`src/sv/tsc_pkg.sv`:
```
// Shared constants, types and fixed-point formats of the Taylor sine/cosine block.
package tsc_pkg;

	// Defaults for the top-level parameters.
	localparam int TERMS_DEF      = 30;
	localparam int ANGLE_FRAC_DEF = 24;

	// Port widths.
	localparam int ANGLE_W = 32;
	localparam int VALUE_W = 32;

	// Function select codes.
	localparam logic OP_SINE   = 1'b0;
	localparam logic OP_COSINE = 1'b1;

	// Internal format: 40 fraction bits. The reduced angle is below 2*pi < 2^43.
	localparam int IFRAC    = 40;
	localparam int OUT_FRAC = 30;
	localparam int X_W      = 43;
	localparam logic [X_W-1:0] TWO_PI_Q40 = 43'h6487ED5110B;

	// Series terms stay below 2^47 for any angle in [0, 2*pi).
	localparam int T_W    = 48;
	localparam int ACC_W  = T_W + X_W;
	localparam int P_W    = ACC_W - 1 - IFRAC;
	localparam int SUM_W  = 52;

	// Partial-product split of the term by reduced-angle multiply.
	localparam int T_LO_W = T_W / 2;
	localparam int X_LO_W = 22;
	localparam int X_HI_W = X_W - X_LO_W;
	localparam int PP_W   = T_LO_W + X_LO_W;

	// Digit divider: eight quotient bits per cycle.
	localparam int DIV_BPC   = 8;
	localparam int DIV_STEPS = (P_W + DIV_BPC - 1) / DIV_BPC;
	localparam int DVD_W     = DIV_STEPS * DIV_BPC;

	// Depth of the queue between range reduction and series evaluation.
	localparam int Q_DEPTH = 2;

	typedef struct packed {
		logic           cosine;
		logic [X_W-1:0] x;
	} red_item_t;

	typedef struct packed {
		logic      valid;
		red_item_t item;
	} q_link_t;

endpackage

```
`src/sv/taylor_sine_cosine.sv`:
```
// Top level of the Taylor series sine and cosine block.
//
// Usage: drive opcode (0 sine, 1 cosine) and a signed angle in radians with
// ANGLE_FRAC_BITS fraction bits, and raise start. A command transfer happens at
// the rising edge where start is high and busy is low. Each result appears on
// value while done is high for a single cycle; the receiver cannot stall it.
// The front end reduces the angle into [0, 2*pi): a truncated reciprocal of
// 2*pi gives a turn count that is low by at most one, the turns are multiplied
// out and subtracted, and one compare and subtract corrects the remainder. The
// reduced angle then goes to a two-entry queue. The back end evaluates every
// term with one shared multiplier (four partial products plus a pipeline
// register) and a divider that yields eight quotient bits per cycle, then
// accumulates the term. The series loop sets the sustained result rate.
// The front end keeps taking commands while the queue has room, so busy is
// high while an angle is being reduced or is waiting for room in the queue.
// Reset is asynchronous and active low; it empties the queue and returns both
// halves to idle, and any work in flight is dropped.
module taylor_sine_cosine import tsc_pkg::*; #(
	parameter int TERMS           = TERMS_DEF,
	parameter int ANGLE_FRAC_BITS = ANGLE_FRAC_DEF
) (
	input  logic                      clk,
	input  logic                      arst_n,
	input  logic                      start,
	output logic                      busy,
	input  logic                      opcode,
	input  logic signed [ANGLE_W-1:0] angle,
	output logic                      done,
	output logic signed [VALUE_W-1:0] value
);

	q_link_t push;
	q_link_t pop;
	logic    full;
	logic    pop_ready;

	// Command intake and range reduction.
	tsc_front #(
		.ANGLE_FRAC_BITS(ANGLE_FRAC_BITS)
	) u_front (
		.clk    (clk),
		.arst_n (arst_n),
		.start  (start),
		.opcode (opcode),
		.angle  (angle),
		.busy   (busy),
		.push   (push),
		.full   (full)
	);

	// Decouples the reduction from the series so each side can stall alone.
	tsc_queue u_queue (
		.clk       (clk),
		.arst_n    (arst_n),
		.push      (push),
		.full      (full),
		.pop       (pop),
		.pop_ready (pop_ready)
	);

	// Series evaluation, rounding and saturation.
	tsc_series #(
		.TERMS(TERMS)
	) u_series (
		.clk       (clk),
		.arst_n    (arst_n),
		.pop       (pop),
		.pop_ready (pop_ready),
		.done      (done),
		.value     (value)
	);

endmodule

```
`src/sv/tsc_front.sv`:
```
// Front end: accepts commands and reduces the angle into [0, 2*pi) by reciprocal multiplication.
module tsc_front import tsc_pkg::*; #(
	parameter int ANGLE_FRAC_BITS = ANGLE_FRAC_DEF
) (
	input  logic                      clk,
	input  logic                      arst_n,
	input  logic                      start,
	input  logic                      opcode,
	input  logic signed [ANGLE_W-1:0] angle,
	output logic                      busy,
	output q_link_t                   push,
	input  logic                      full
);

	localparam int SHIFT = IFRAC - ANGLE_FRAC_BITS;
	localparam int MAG_W = ANGLE_W + SHIFT;
	localparam int QBITS = 30 - ANGLE_FRAC_BITS;
	localparam int EP_W  = ANGLE_W + QBITS;
	// Truncated reciprocal of 2*pi; the turn count it gives is low by at most one.
	localparam logic [63:0]      RECIP64 = (64'd1 << (ANGLE_W + SHIFT)) / 64'(TWO_PI_Q40);
	localparam logic [QBITS-1:0] RECIP   = RECIP64[QBITS-1:0];
	localparam logic [MAG_W-1:0] TURN    = MAG_W'(TWO_PI_Q40);

	typedef enum logic [5:0] {
		F_IDLE = 6'b000001,
		F_EST  = 6'b000010,
		F_PROD = 6'b000100,
		F_SUB  = 6'b001000,
		F_FIX  = 6'b010000,
		F_PUSH = 6'b100000
	} fstate_t;

	fstate_t            state_q;
	logic               neg_q;
	logic               cos_q;
	logic [MAG_W-1:0]   rem_q;
	logic [QBITS-1:0]   est_q;
	logic [MAG_W-1:0]   prod_q;

	logic [ANGLE_W-1:0] angle_u;
	logic [ANGLE_W-1:0] mag;
	logic [EP_W-1:0]    est_full;
	logic [X_W-1:0]     rem_x;

	assign angle_u  = angle;
	assign mag      = angle_u[ANGLE_W-1] ? (~angle_u + 1'b1) : angle_u;
	assign est_full = EP_W'(rem_q[MAG_W-1:SHIFT]) * EP_W'(RECIP);
	assign rem_x    = rem_q[X_W-1:0];

	assign busy       = (state_q != F_IDLE);
	assign push.valid = (state_q == F_PUSH);
	assign push.item.cosine = cos_q;
	// A negative angle with a nonzero remainder folds back from the top of the circle.
	assign push.item.x = (neg_q && (rem_x != '0)) ? (TWO_PI_Q40 - rem_x) : rem_x;

	always_ff @(posedge clk or negedge arst_n) begin
		if (!arst_n) begin
			state_q <= F_IDLE;
		end else begin
			unique case (state_q)
				F_IDLE: begin
					if (start) begin
						state_q <= F_EST;
					end
				end
				F_EST: begin
					state_q <= F_PROD;
				end
				F_PROD: begin
					state_q <= F_SUB;
				end
				F_SUB: begin
					state_q <= F_FIX;
				end
				F_FIX: begin
					state_q <= F_PUSH;
				end
				F_PUSH: begin
					if (!full) begin
						state_q <= F_IDLE;
					end
				end
				default: state_q <= F_IDLE;
			endcase
		end
	end

	// Estimate the whole turns, multiply them out, subtract, then correct once.
	always_ff @(posedge clk) begin
		case (state_q)
			F_IDLE: begin
				if (start) begin
					neg_q <= angle_u[ANGLE_W-1];
					cos_q <= (opcode == OP_COSINE);
					rem_q <= {mag, {SHIFT{1'b0}}};
				end
			end
			F_EST: begin
				est_q <= est_full[EP_W-1:ANGLE_W];
			end
			F_PROD: begin
				prod_q <= MAG_W'(est_q) * TURN;
			end
			F_SUB: begin
				rem_q <= rem_q - prod_q;
			end
			F_FIX: begin
				if (rem_q >= TURN) begin
					rem_q <= rem_q - TURN;
				end
			end
			default: ;
		endcase
	end

	a_prod_bound: assert property (@(posedge clk) disable iff (!arst_n)
		(state_q == F_SUB) |-> (prod_q <= rem_q))
		else $error("turn estimate too high");

	a_fix_bound: assert property (@(posedge clk) disable iff (!arst_n)
		(state_q == F_FIX) |-> ({1'b0, rem_q} < {TURN, 1'b0}))
		else $error("turn estimate low by more than one");

	a_push_range: assert property (@(posedge clk) disable iff (!arst_n)
		push.valid |-> (push.item.x < TWO_PI_Q40))
		else $error("reduced angle not below two pi");

endmodule

```
`src/sv/tsc_queue.sv`:
```
// Short register queue between the range reduction and the series evaluation.
module tsc_queue import tsc_pkg::*; (
	input  logic    clk,
	input  logic    arst_n,
	input  q_link_t push,
	output logic    full,
	output q_link_t pop,
	input  logic    pop_ready
);

	localparam int DEPTH = Q_DEPTH;
	localparam int IDX_W = $clog2(DEPTH);
	localparam int CNT_W = $clog2(DEPTH + 1);

	red_item_t        mem_q [DEPTH];
	logic [IDX_W-1:0] wr_q;
	logic [IDX_W-1:0] rd_q;
	logic [CNT_W-1:0] cnt_q;
	logic             do_push;
	logic             do_pop;

	assign full      = (cnt_q == CNT_W'(DEPTH));
	assign pop.valid = (cnt_q != '0);
	assign pop.item  = mem_q[rd_q];
	assign do_push   = push.valid && !full;
	assign do_pop    = pop.valid && pop_ready;

	always_ff @(posedge clk or negedge arst_n) begin
		if (!arst_n) begin
			wr_q  <= '0;
			rd_q  <= '0;
			cnt_q <= '0;
		end else begin
			if (do_push) begin
				wr_q <= (wr_q == IDX_W'(DEPTH - 1)) ? '0 : wr_q + 1'b1;
			end
			if (do_pop) begin
				rd_q <= (rd_q == IDX_W'(DEPTH - 1)) ? '0 : rd_q + 1'b1;
			end
			if (do_push && !do_pop) begin
				cnt_q <= cnt_q + 1'b1;
			end else if (do_pop && !do_push) begin
				cnt_q <= cnt_q - 1'b1;
			end
		end
	end

	always_ff @(posedge clk) begin
		if (do_push) begin
			mem_q[wr_q] <= push.item;
		end
	end

	a_cnt_bound: assert property (@(posedge clk) disable iff (!arst_n)
		cnt_q <= CNT_W'(DEPTH))
		else $error("queue fill count beyond depth");

endmodule

```
`src/sv/tsc_series.sv`:
```
// Back end: sums the Maclaurin series with a shared multiplier and a digit divider.
module tsc_series import tsc_pkg::*; #(
	parameter int TERMS = TERMS_DEF
) (
	input  logic                      clk,
	input  logic                      arst_n,
	input  q_link_t                   pop,
	output logic                      pop_ready,
	output logic                      done,
	output logic signed [VALUE_W-1:0] value
);

	localparam int N_W    = $clog2(TERMS);
	localparam int DCNT_W = $clog2(DIV_STEPS);
	localparam int RSH    = IFRAC - OUT_FRAC;
	localparam int V_W    = SUM_W - RSH;
	localparam logic [2:0] PP_LAST = 3'd4;
	localparam logic [T_W-1:0] T_ONE = T_W'(1) << IFRAC;
	localparam logic signed [SUM_W-1:0] S_ONE  = SUM_W'(1) << IFRAC;
	localparam logic signed [SUM_W-1:0] S_HALF = SUM_W'(1) << (RSH - 1);
	localparam logic signed [V_W-1:0] V_ONE  = V_W'(1) << OUT_FRAC;
	localparam logic signed [V_W-1:0] V_MONE = -V_ONE;
	localparam logic signed [VALUE_W-1:0] OUT_ONE  = VALUE_W'(1) << OUT_FRAC;
	localparam logic signed [VALUE_W-1:0] OUT_MONE = -OUT_ONE;

	typedef enum logic [4:0] {
		B_IDLE = 5'b00001,
		B_MUL  = 5'b00010,
		B_DIV  = 5'b00100,
		B_ADD  = 5'b01000,
		B_FIN  = 5'b10000
	} bstate_t;

	bstate_t                   state_q;
	logic [N_W-1:0]            n_q;
	logic [2:0]                pp_q;
	logic [DCNT_W-1:0]         dcnt_q;
	logic                      done_q;

	logic                      cos_q;
	logic [X_W-1:0]            x_q;
	logic [T_W-1:0]            t_q;
	logic signed [SUM_W-1:0]   sum_q;
	logic [ACC_W-1:0]          acc_q;
	logic [PP_W-1:0]           prod_q;
	logic [1:0]                psel_q;
	logic [DVD_W-1:0]          dvd_q;
	logic [N_W-1:0]            rem_q;
	logic [DVD_W-1:0]          quo_q;
	logic signed [VALUE_W-1:0] value_q;

	logic [T_LO_W-1:0]         t_half;
	logic [X_LO_W-1:0]         x_half;
	logic [PP_W-1:0]           prod_d;
	logic [ACC_W-1:0]          acc_add;
	logic [ACC_W-1:0]          acc_sum;
	logic [N_W-1:0]            div_r;
	logic [N_W:0]              div_x;
	logic [DIV_BPC-1:0]        div_qd;
	logic signed [SUM_W-1:0]   term_ext;
	logic                      term_used;
	logic signed [SUM_W-1:0]   rnd;
	logic signed [V_W-1:0]     v;
	logic signed [VALUE_W-1:0] v_sat;

	assign pop_ready = (state_q == B_IDLE);
	assign done      = done_q;
	assign value     = value_q;

	// Four partial products of at most 24 by 22 bits, one per cycle.
	assign t_half = pp_q[1] ? t_q[T_W-1:T_LO_W] : t_q[T_LO_W-1:0];
	assign x_half = pp_q[0] ? {{(X_LO_W - X_HI_W){1'b0}}, x_q[X_W-1:X_LO_W]}
	                        : x_q[X_LO_W-1:0];
	assign prod_d = PP_W'(t_half) * PP_W'(x_half);

	always_comb begin
		case (psel_q)
			2'd0:    acc_add = ACC_W'(prod_q);
			2'd1:    acc_add = ACC_W'(prod_q) << X_LO_W;
			2'd2:    acc_add = ACC_W'(prod_q) << T_LO_W;
			default: acc_add = ACC_W'(prod_q) << (T_LO_W + X_LO_W);
		endcase
	end

	assign acc_sum = acc_q + acc_add;

	// Restoring division by the term index, eight quotient bits per cycle.
	always_comb begin
		div_r  = rem_q;
		div_x  = '0;
		div_qd = '0;
		for (int i = 0; i < DIV_BPC; i++) begin
			div_x = {div_r, dvd_q[DVD_W-1-i]};
			if (div_x >= {1'b0, n_q}) begin
				div_r                 = N_W'(div_x - {1'b0, n_q});
				div_qd[DIV_BPC-1-i]   = 1'b1;
			end else begin
				div_r = div_x[N_W-1:0];
			end
		end
	end

	// Sine uses odd orders and cosine even ones; orders two and three modulo four subtract.
	assign term_ext  = $signed({{(SUM_W - T_W){1'b0}}, quo_q[T_W-1:0]});
	assign term_used = (n_q[0] != cos_q);

	// Round half up to Q2.30, then clamp to [-1, 1].
	assign rnd = sum_q + S_HALF;
	assign v   = V_W'(rnd >>> RSH);
	always_comb begin
		if (v > V_ONE) begin
			v_sat = OUT_ONE;
		end else if (v < V_MONE) begin
			v_sat = OUT_MONE;
		end else begin
			v_sat = VALUE_W'(v);
		end
	end

	always_ff @(posedge clk or negedge arst_n) begin
		if (!arst_n) begin
			state_q <= B_IDLE;
			n_q     <= '0;
			pp_q    <= '0;
			dcnt_q  <= '0;
			done_q  <= 1'b0;
		end else begin
			done_q <= 1'b0;
			unique case (state_q)
				B_IDLE: begin
					if (pop.valid) begin
						n_q     <= N_W'(1);
						pp_q    <= '0;
						state_q <= B_MUL;
					end
				end
				B_MUL: begin
					pp_q <= pp_q + 1'b1;
					if (pp_q == PP_LAST) begin
						dcnt_q  <= DCNT_W'(DIV_STEPS - 1);
						state_q <= B_DIV;
					end
				end
				B_DIV: begin
					dcnt_q <= dcnt_q - 1'b1;
					if (dcnt_q == '0) begin
						state_q <= B_ADD;
					end
				end
				B_ADD: begin
					pp_q <= '0;
					if (n_q == N_W'(TERMS - 1)) begin
						state_q <= B_FIN;
					end else begin
						n_q     <= n_q + 1'b1;
						state_q <= B_MUL;
					end
				end
				B_FIN: begin
					done_q  <= 1'b1;
					state_q <= B_IDLE;
				end
				default: state_q <= B_IDLE;
			endcase
		end
	end

	always_ff @(posedge clk) begin
		case (state_q)
			B_IDLE: begin
				if (pop.valid) begin
					cos_q <= pop.item.cosine;
					x_q   <= pop.item.x;
					t_q   <= T_ONE;
					sum_q <= pop.item.cosine ? S_ONE : '0;
				end
			end
			B_MUL: begin
				if (pp_q != PP_LAST) begin
					prod_q <= prod_d;
					psel_q <= pp_q[1:0];
				end
				if (pp_q == '0) begin
					acc_q <= '0;
				end else begin
					acc_q <= acc_sum;
				end
				if (pp_q == PP_LAST) begin
					dvd_q <= DVD_W'(acc_sum[ACC_W-2:IFRAC]);
					rem_q <= '0;
				end
			end
			B_DIV: begin
				rem_q <= div_r;
				dvd_q <= dvd_q << DIV_BPC;
				quo_q <= {quo_q[DVD_W-DIV_BPC-1:0], div_qd};
			end
			B_ADD: begin
				t_q <= quo_q[T_W-1:0];
				if (term_used) begin
					sum_q <= n_q[1] ? (sum_q - term_ext) : (sum_q + term_ext);
				end
			end
			B_FIN: begin
				value_q <= v_sat;
			end
			default: ;
		endcase
	end

	a_div_rem: assert property (@(posedge clk) disable iff (!arst_n)
		(state_q == B_DIV) |-> (rem_q < n_q))
		else $error("divider remainder not below divisor");

	a_done_pulse: assert property (@(posedge clk) disable iff (!arst_n)
		done_q |=> !done_q)
		else $error("result strobe longer than one cycle");

	a_value_range: assert property (@(posedge clk) disable iff (!arst_n)
		done_q |-> ((value_q <= OUT_ONE) && (value_q >= OUT_MONE)))
		else $error("result outside saturation range");

endmodule
```
`config.mk`:
```
export PLATFORM = sky130hd
export DESIGN_NAME = taylor_sine_cosine
export DESIGN_NICKNAME = d
export VERILOG_FILES = /design/src/sv/tsc_pkg.sv /design/src/sv/taylor_sine_cosine.sv /design/src/sv/tsc_front.sv /design/src/sv/tsc_queue.sv /design/src/sv/tsc_series.sv
export SDC_FILE = /design/constraint.sdc
export NUM_CORES = 2
export LEC_CHECK = 0
export BUFFER_PORTS_ARGS = -buffer_cell sky130_fd_sc_hd__buf_2
export CAP_MARGIN = 25
export CORE_UTILIZATION = 40
export CTS_BUF_LIST = sky130_fd_sc_hd__clkbuf_2 sky130_fd_sc_hd__clkbuf_4 sky130_fd_sc_hd__clkbuf_8
export DETAILED_ROUTE_END_ITERATION = 10
export SKIP_CTS_REPAIR_TIMING = 1
export SLEW_MARGIN = 20
export SYNTH_ARGS = -nofsm -noshare
export SYNTH_HDL_FRONTEND = slang
export SYNTH_HIERARCHICAL = 1
export SYNTH_SLANG_ARGS = --single-unit
```
`constraint.sdc`:
```
create_clock -name clk -period 35.7 [get_ports clk]
set_input_delay 1.785 -clock clk [delete_from_list [all_inputs] [get_ports clk]]
set_output_delay 1.785 -clock clk [all_outputs]
set_load 0.02 [all_outputs]
```
# --- Word-level counts from Yosys, hierarchy flattened ---
# Memories as Yosys holds them, arrays and structs flattened.
# Index checks and enable logic that the tools add are counted.
word_totals:
  out_inout_bits: 34
  reg_bits: 555
  romBits: 0
  input_bits: 36
  mem_bits_rw: 88
  latchBits: 0
  mem_count: 1
  elab_cells: 180
op_classes:
  mul: 3
  n_reduce_logical: 30
  order_cmp: 11
  muxes: 58
  div: 0
  bitwise: 1
  addsub: 23
  shift: 0
  n_eq_ne: 27
mem_list:
  columns: ["memory", "words", "word_bits", "read_ports", "rd_clocked_by_memory_dff", "write_ports", "line_no", "rtl"]
  rows:
  - ["u_queue.mem_q", 2, 44, 1, 0, 1, "tsc_queue.sv:15", "red_item_t mem_q [DEPTH];"]
ops:
  columns: ["operator", "n"]
  rows:
  - ["$pmux W91 S3", 1]
  - ["$mux W52", 3]
  - ["$mux W48", 3]
  - ["$pmux W48 S3", 1]
  - ["$pmux W56 S2", 1]
  - ["$pmux W52 S2", 1]
  - ["$pmux W48 S2", 1]
  - ["$add A91 B91 Y91", 1]
  - ["$mux W5", 15]
  - ["$mux W32", 2]
  - ["$mux W56", 1]
  - ["$add A52 B11 Y52 const B", 1]
  - ["$add A52 B49 Y52", 1]
  - ["$sub A52 B49 Y52", 1]
  - ["$ge A48 B43 Y1 const B", 1]
  - ["$ge A6 B5 Y1", 8]
  - ["$mul A6 B43 Y48 const B", 1]
  - ["$sub A48 B43 Y48 const B", 1]
  - ["$sub A48 B48 Y48", 1]
  - ["$mul A24 B22 Y46", 1]
  - ["$mux W43", 1]
  - ["$reduce_bool A43 Y1", 1]
  - ["$sub A43 B43 Y43 const A", 1]
  - ["$gt A42 B32 Y1 const B", 1]
  - ["51 further kinds", 103]

# --- Depth between registers and ports, before layout ---
logic_depth:
  word_depth: 17
  depth_mapped: 78

# --- Cells and area by module ---
# Netlist, hierarchy kept.
by_module_without_submodules:
  columns: ["mod", "cells_per_inst", "area_each_um2", "seq_area_each_um2", "n_inst"]
  rows:
  - ["tsc_series", 4739, 45277.2, 13128.8, 1]
  - ["tsc_front", 1686, 14401.3, 3274.4, 1]
  - ["tsc_queue", 156, 3575.9, 2742.6, 1]

# --- Worst setup path before layout ---
# Ideal clock, no wire load.
synth_timing:
  kind: "reg-to-reg"
  from: "register u_series.n_q[1]"
  to: "register u_series.rem_q[0], data pin"
  synth_period_minus_slack_ns: 14.646
  slack_ns: 21.054
  t_arrival_ns: 14.478
  stages_incl_launch_ff: 73
  setup_ns: 0.167
  required_time_ns: 35.533
  n_path_buf: 7
  path_cell_list: "dfrtp_1 clkbuf_1 clkinv_1 fa_1 a211o_1 and3_1 nor2_1 mux2_2 ha_1 and3_1 a31o_1 a311o_1 buf_6 mux2_4 ha_1 nor2_1 a21oi_1 a41o_1 (+37 left out) ha_1 nor2b_1 o21ai_0 nand2b_1 a41o_1 a21o_1 nor2_1 o211ai_1 o31a_1 buf_6 a221o_1 ha_1 a21o_1 a21oi_1 nand2_1 a21oi_1 nand2_2 a211oi_1"
synth_between:
  elab_chain_len: 17
synth_rtl:
  columns: ["element", "line_no", "rtl"]
  rows:
  - ["start: declaration", "tsc_series.sv:35", "logic [N_W-1:0] n_q;"]
  - ["start signal: assignment", "tsc_series.sv:155", "n_q <= n_q + 1'b1;"]
  - ["$sub A5 B5 Y5 / $ge A6 B5 Y1 (equally long branches)", "tsc_series.sv:95, tsc_series.sv:94", null]
  - ["$mux W5", "tsc_series.sv:94", "if (div_x >= {1'b0, n_q}) begin"]
  - ["$sub A5 B5 Y5 / $ge A6 B5 Y1 (equally long branches)", "tsc_series.sv:95, tsc_series.sv:94", null]
  - ["$mux W5", "tsc_series.sv:94", null]
  - ["$sub A5 B5 Y5 / $ge A6 B5 Y1 (equally long branches)", "tsc_series.sv:95, tsc_series.sv:94", null]
  - ["$mux W5", "tsc_series.sv:94", null]
  - ["$sub A5 B5 Y5 / $ge A6 B5 Y1 (equally long branches)", "tsc_series.sv:95, tsc_series.sv:94", null]
  - ["$mux W5", "tsc_series.sv:94", null]
  - ["$ge A6 B5 Y1 / $sub A5 B5 Y5 (equally long branches)", "tsc_series.sv:94, tsc_series.sv:95", null]
  - ["$mux W5", "tsc_series.sv:94", null]
  - ["$sub A5 B5 Y5 / $ge A6 B5 Y1 (equally long branches)", "tsc_series.sv:95, tsc_series.sv:94", null]
  - ["$mux W5", "tsc_series.sv:94", null]
  - ["$sub A5 B5 Y5 / $ge A6 B5 Y1 (equally long branches)", "tsc_series.sv:95, tsc_series.sv:94", null]
  - ["$mux W5", "tsc_series.sv:94", null]
  - ["$ge A6 B5 Y1 *", "tsc_series.sv:94", null]
  - ["$mux W5 *", "tsc_series.sv:94", null]
  - ["$pmux W5 S2 *", "tsc_series.sv:169", "case (state_q)"]
  - ["end signal: assignment", "tsc_series.sv:194", "rem_q <= div_r;"]
  - ["end: declaration", "tsc_series.sv:48", "logic [N_W-1:0] rem_q;"]
# Mark *: on every way between the ends. The rest lies on a longest branch, timed or not.
# A chain may end at the register's enable or synchronous reset.

# --- Worst setup path after layout ---
layout_timing:
  from: "register u_series.n_q[0]"
  to: "register u_series.rem_q[0], data pin"
layout_between:
  elab_chain_len: 17
layout_rtl:
  columns: ["element", "line_no"]
  rows:
  - ["$sub A5 B5 Y5 / $ge A6 B5 Y1 (equally long branches)", "tsc_series.sv:95, tsc_series.sv:94"]
  - ["$mux W5", "tsc_series.sv:94"]
  - ["$sub A5 B5 Y5 / $ge A6 B5 Y1 (equally long branches)", "tsc_series.sv:95, tsc_series.sv:94"]
  - ["$mux W5", "tsc_series.sv:94"]
  - ["$sub A5 B5 Y5 / $ge A6 B5 Y1 (equally long branches)", "tsc_series.sv:95, tsc_series.sv:94"]
  - ["$mux W5", "tsc_series.sv:94"]
  - ["$sub A5 B5 Y5 / $ge A6 B5 Y1 (equally long branches)", "tsc_series.sv:95, tsc_series.sv:94"]
  - ["$mux W5", "tsc_series.sv:94"]
  - ["$sub A5 B5 Y5 / $ge A6 B5 Y1 (equally long branches)", "tsc_series.sv:95, tsc_series.sv:94"]
  - ["$mux W5", "tsc_series.sv:94"]
  - ["$ge A6 B5 Y1 / $sub A5 B5 Y5 (equally long branches)", "tsc_series.sv:94, tsc_series.sv:95"]
  - ["$mux W5", "tsc_series.sv:94"]
  - ["$sub A5 B5 Y5 / $ge A6 B5 Y1 (equally long branches)", "tsc_series.sv:95, tsc_series.sv:94"]
  - ["$mux W5", "tsc_series.sv:94"]
  - ["$ge A6 B5 Y1", "tsc_series.sv:94"]
  - ["$mux W5 *", "tsc_series.sv:94"]
  - ["$pmux W5 S2 *", "tsc_series.sv:169"]
# Marked as above.

==> results by group <==
Outcome
  • Status: completed

Timing
  • Fin Setup TNS: 0 ps
  • Rel. slew slack: 32.5%
  • Period minus WS final: 15610 ps
  • RSZ-0062 raised after global routing: false
  • Fin crit share: 43.7%
  • Final hold violations: 0
  • Fmax: 0.0641 GHz
  • Max Slew Vio Count: 0
  • Final setup vio count: 0
  • Setup clock skew after layout: 89.9 ps
  • Worst Tran Pin Value: 984 ps

Floorplan
  • Starting Density: 40.4%
  • Die width: 400 um
  • Die area: 160000 sq um
  • Core box area: 157000 sq um
  • Die span in y: 400 um
  • I/O pin total: 70
  • Core Rows: 145

Yosys
  • Yosys top cell by area: edfxtp_1
  • Mean area per synthesized cell: 9.61 sq um
  • Post-synth EDFFs: 615
  • Cell with the most instances after synthesis: nand2_1
  • Flops & latches, synth: 642
  • Syn_nets: 7643
  • Yosys Warn Count: 6
  • Synth Instances: 6581
  • Synth top cells by count: 705 x nand2_1, 700 x inv_1, 615 x edfxtp_1, 549 x ha_1, 548 x nor2_1
  • Sequential share of the synthesized area: 30.3%
  • Top_reg_cell synth: edfxtp_1
  • Area contributors post-synth: edfxtp_1 29%, fa_1 15%, ha_1 11%
  • Post-Syn Area: 63300 sq um
  • Post-synth top area share: 29.2%
  • Synth async-reset ratio: 4.21%
  • Netlist cell types: 104

Routing
  • TritonRoute pass-1 iters: 5
  • Detailed-route wire length per cell: 19.8 um
  • Number of routed nets with antenna violations: 0
  • DRC: 0
  • Vias per inst: 5.53
  • Routed WL: 173000 um
  • Drt initial violations: 3295
  • Vias: 48285

GRT
  • Vias in the first global route: 48275
  • GR Util All Layers: 21.6%
  • Total congestion overflow: 0
  • Global-route wire length before repair: 272000 um
  • Initial antenna violation count: 2
  • Pin count of the biggest net entering global routing: 95

Cells and area
  • Layout Cells excl Fill: 8727
  • Share of layout cells above drive strength 1: 7.73%
  • Nets: 7629
  • Layout Area Growth over Synthesis: 7.82%

Setup path
  • Crit. End Element: register
  • Crit path max fanout: 15
  • Arr. time, crit path: 16270 ps
  • Setup crit start kind: register
  • CP required: 36360 ps
  • Worst path max stage delay: 540 ps
  • WS Path Type: register to register
  • Critical path's most frequent cell: a21oi_1
  • Cell type of the slowest stage on the worst timing path: or3_1

Clock network
  • Total CTS buffers: 115
  • CTS tree: done
  • Clock sink count: 642
  • H-tree Lvls: 3
  • Clock Pin Slew Worst Setup and Hold Paths: 60 ps
  • Worst skew pair latency: 870 ps
  • Clock root buffer: clkbuf_8
  • CTS max path bufs: 3

Placed design
  • Buffers added on ports: 69
  • Hpwl dp: 133000 um
  • Placed cells: 8508
  • GPL Wtd Cong: 0.915

Min path
  • Min-delay worst type: register to register

Job
  • Max-cap check violation count: 0
[worst max-delay path, delay by kind of cell, from the launching register on]
kind	cells	cell delay, ps
compound gates	33	7140
fa+ha+maj	9	3350
buf+inv	6	800
flops	1	330
mux	3	980
simple gates	19	2810
[final timing paths]
kind / slack [ps] / cells past startpoint / to / from
min reg2reg: 470 / 0 / u_queue/mem_q[1][43] / u_front/cos_q
min in group asynchronous: 1010 / 1 / u_series/done / arst_n
max: 20090 / 70 / u_series/rem_q[0] / u_series/n_q[0]
max reg2reg: 20090 / 70 / u_series/rem_q[0] / u_series/n_q[0]
min: 470 / 0 / u_queue/mem_q[1][43] / u_front/cos_q
max in group asynchronous: 34070 / 1 / u_series/pp_q[1] / arst_n
[layout by cell type, fill, tap and decap left out, types with 97 or more instances in the layout]
master,n
inv_1,698
a21o_1,183
nor3_1,97
nand3_1,102
xor2_1,170
a21oi_1,376
edfxtp_1,615
xnor2_1,299
o21ai_0,247
nand2_1,705
and2_1,132
fa_1,477
ha_1,549
clkbuf_8,115
nor2_1,545
[stage by stage]
step / area [sq um] / worst slack (ps) / hold WS, ps / utilization, %
6_report: 68200 / 20090 / 467 / 43.6
5_1_grt: 68200 / 18380 / 484 / 43.6
4_1_cts: 68200 / 19980 / 475 / 43.6
3_5_place_dp: 65700 / 20040 / 459 / 42.0
3_3_place_gp: 65600 / 19940 / 429 / 41.9
2_1_floorplan: 63300 / 21050 / 424 / -
[sequential cells by signal (all words and copies together), names as in the netlist, 6 cells and up]
name and count:
u_series/prod_q 46, u_series/acc_q 90, u_series/sum_q 52, u_front/est_q 6, u_series/dvd_q 56, u_series/t_q 48
u_front/state_q 6, u_series/quo_q 48, u_queue/mem_q 88, u_series/x_q 43, u_front/rem_q 48, u_series/value 32
u_front/prod_q 48
[cells by family after synthesis]
family,share of synthesized area (%)
AOI/OAI and AO/OA,13.7
xor gates and xnor gates,6.49
adders and majority gates,26.0
buffers and inverters,5.90
DFF,30.3
muxes,3.16
and+or+nand+nor,14.5
[layout make-up]
type / instances / area [sq um]
inverters: 703 / 2640
multi-input cells: 4975 / 40500
well taps: 2058 / 2570
clock inverters: 71 / 697
diodes: 3 / 7.51
flip-flops and latches: 642 / 19200
repair buffers: 130 / 816
clock buffers: 145 / 1810
fillers: 15144 / 88400
[routing by layer]
layer	track usage (%)	up-vias	part of all wire, %
met3	3.03	313	5.3
met5	0	-	0
met4	7.74	0	3.5
li1	-	22813	-
met1	29.0	23783	44
met2	35.4	1376	47
Power is left out: the tool's default activity adds up to more than one toggle a clock period on the data nets, which glitch-free logic cannot reach.
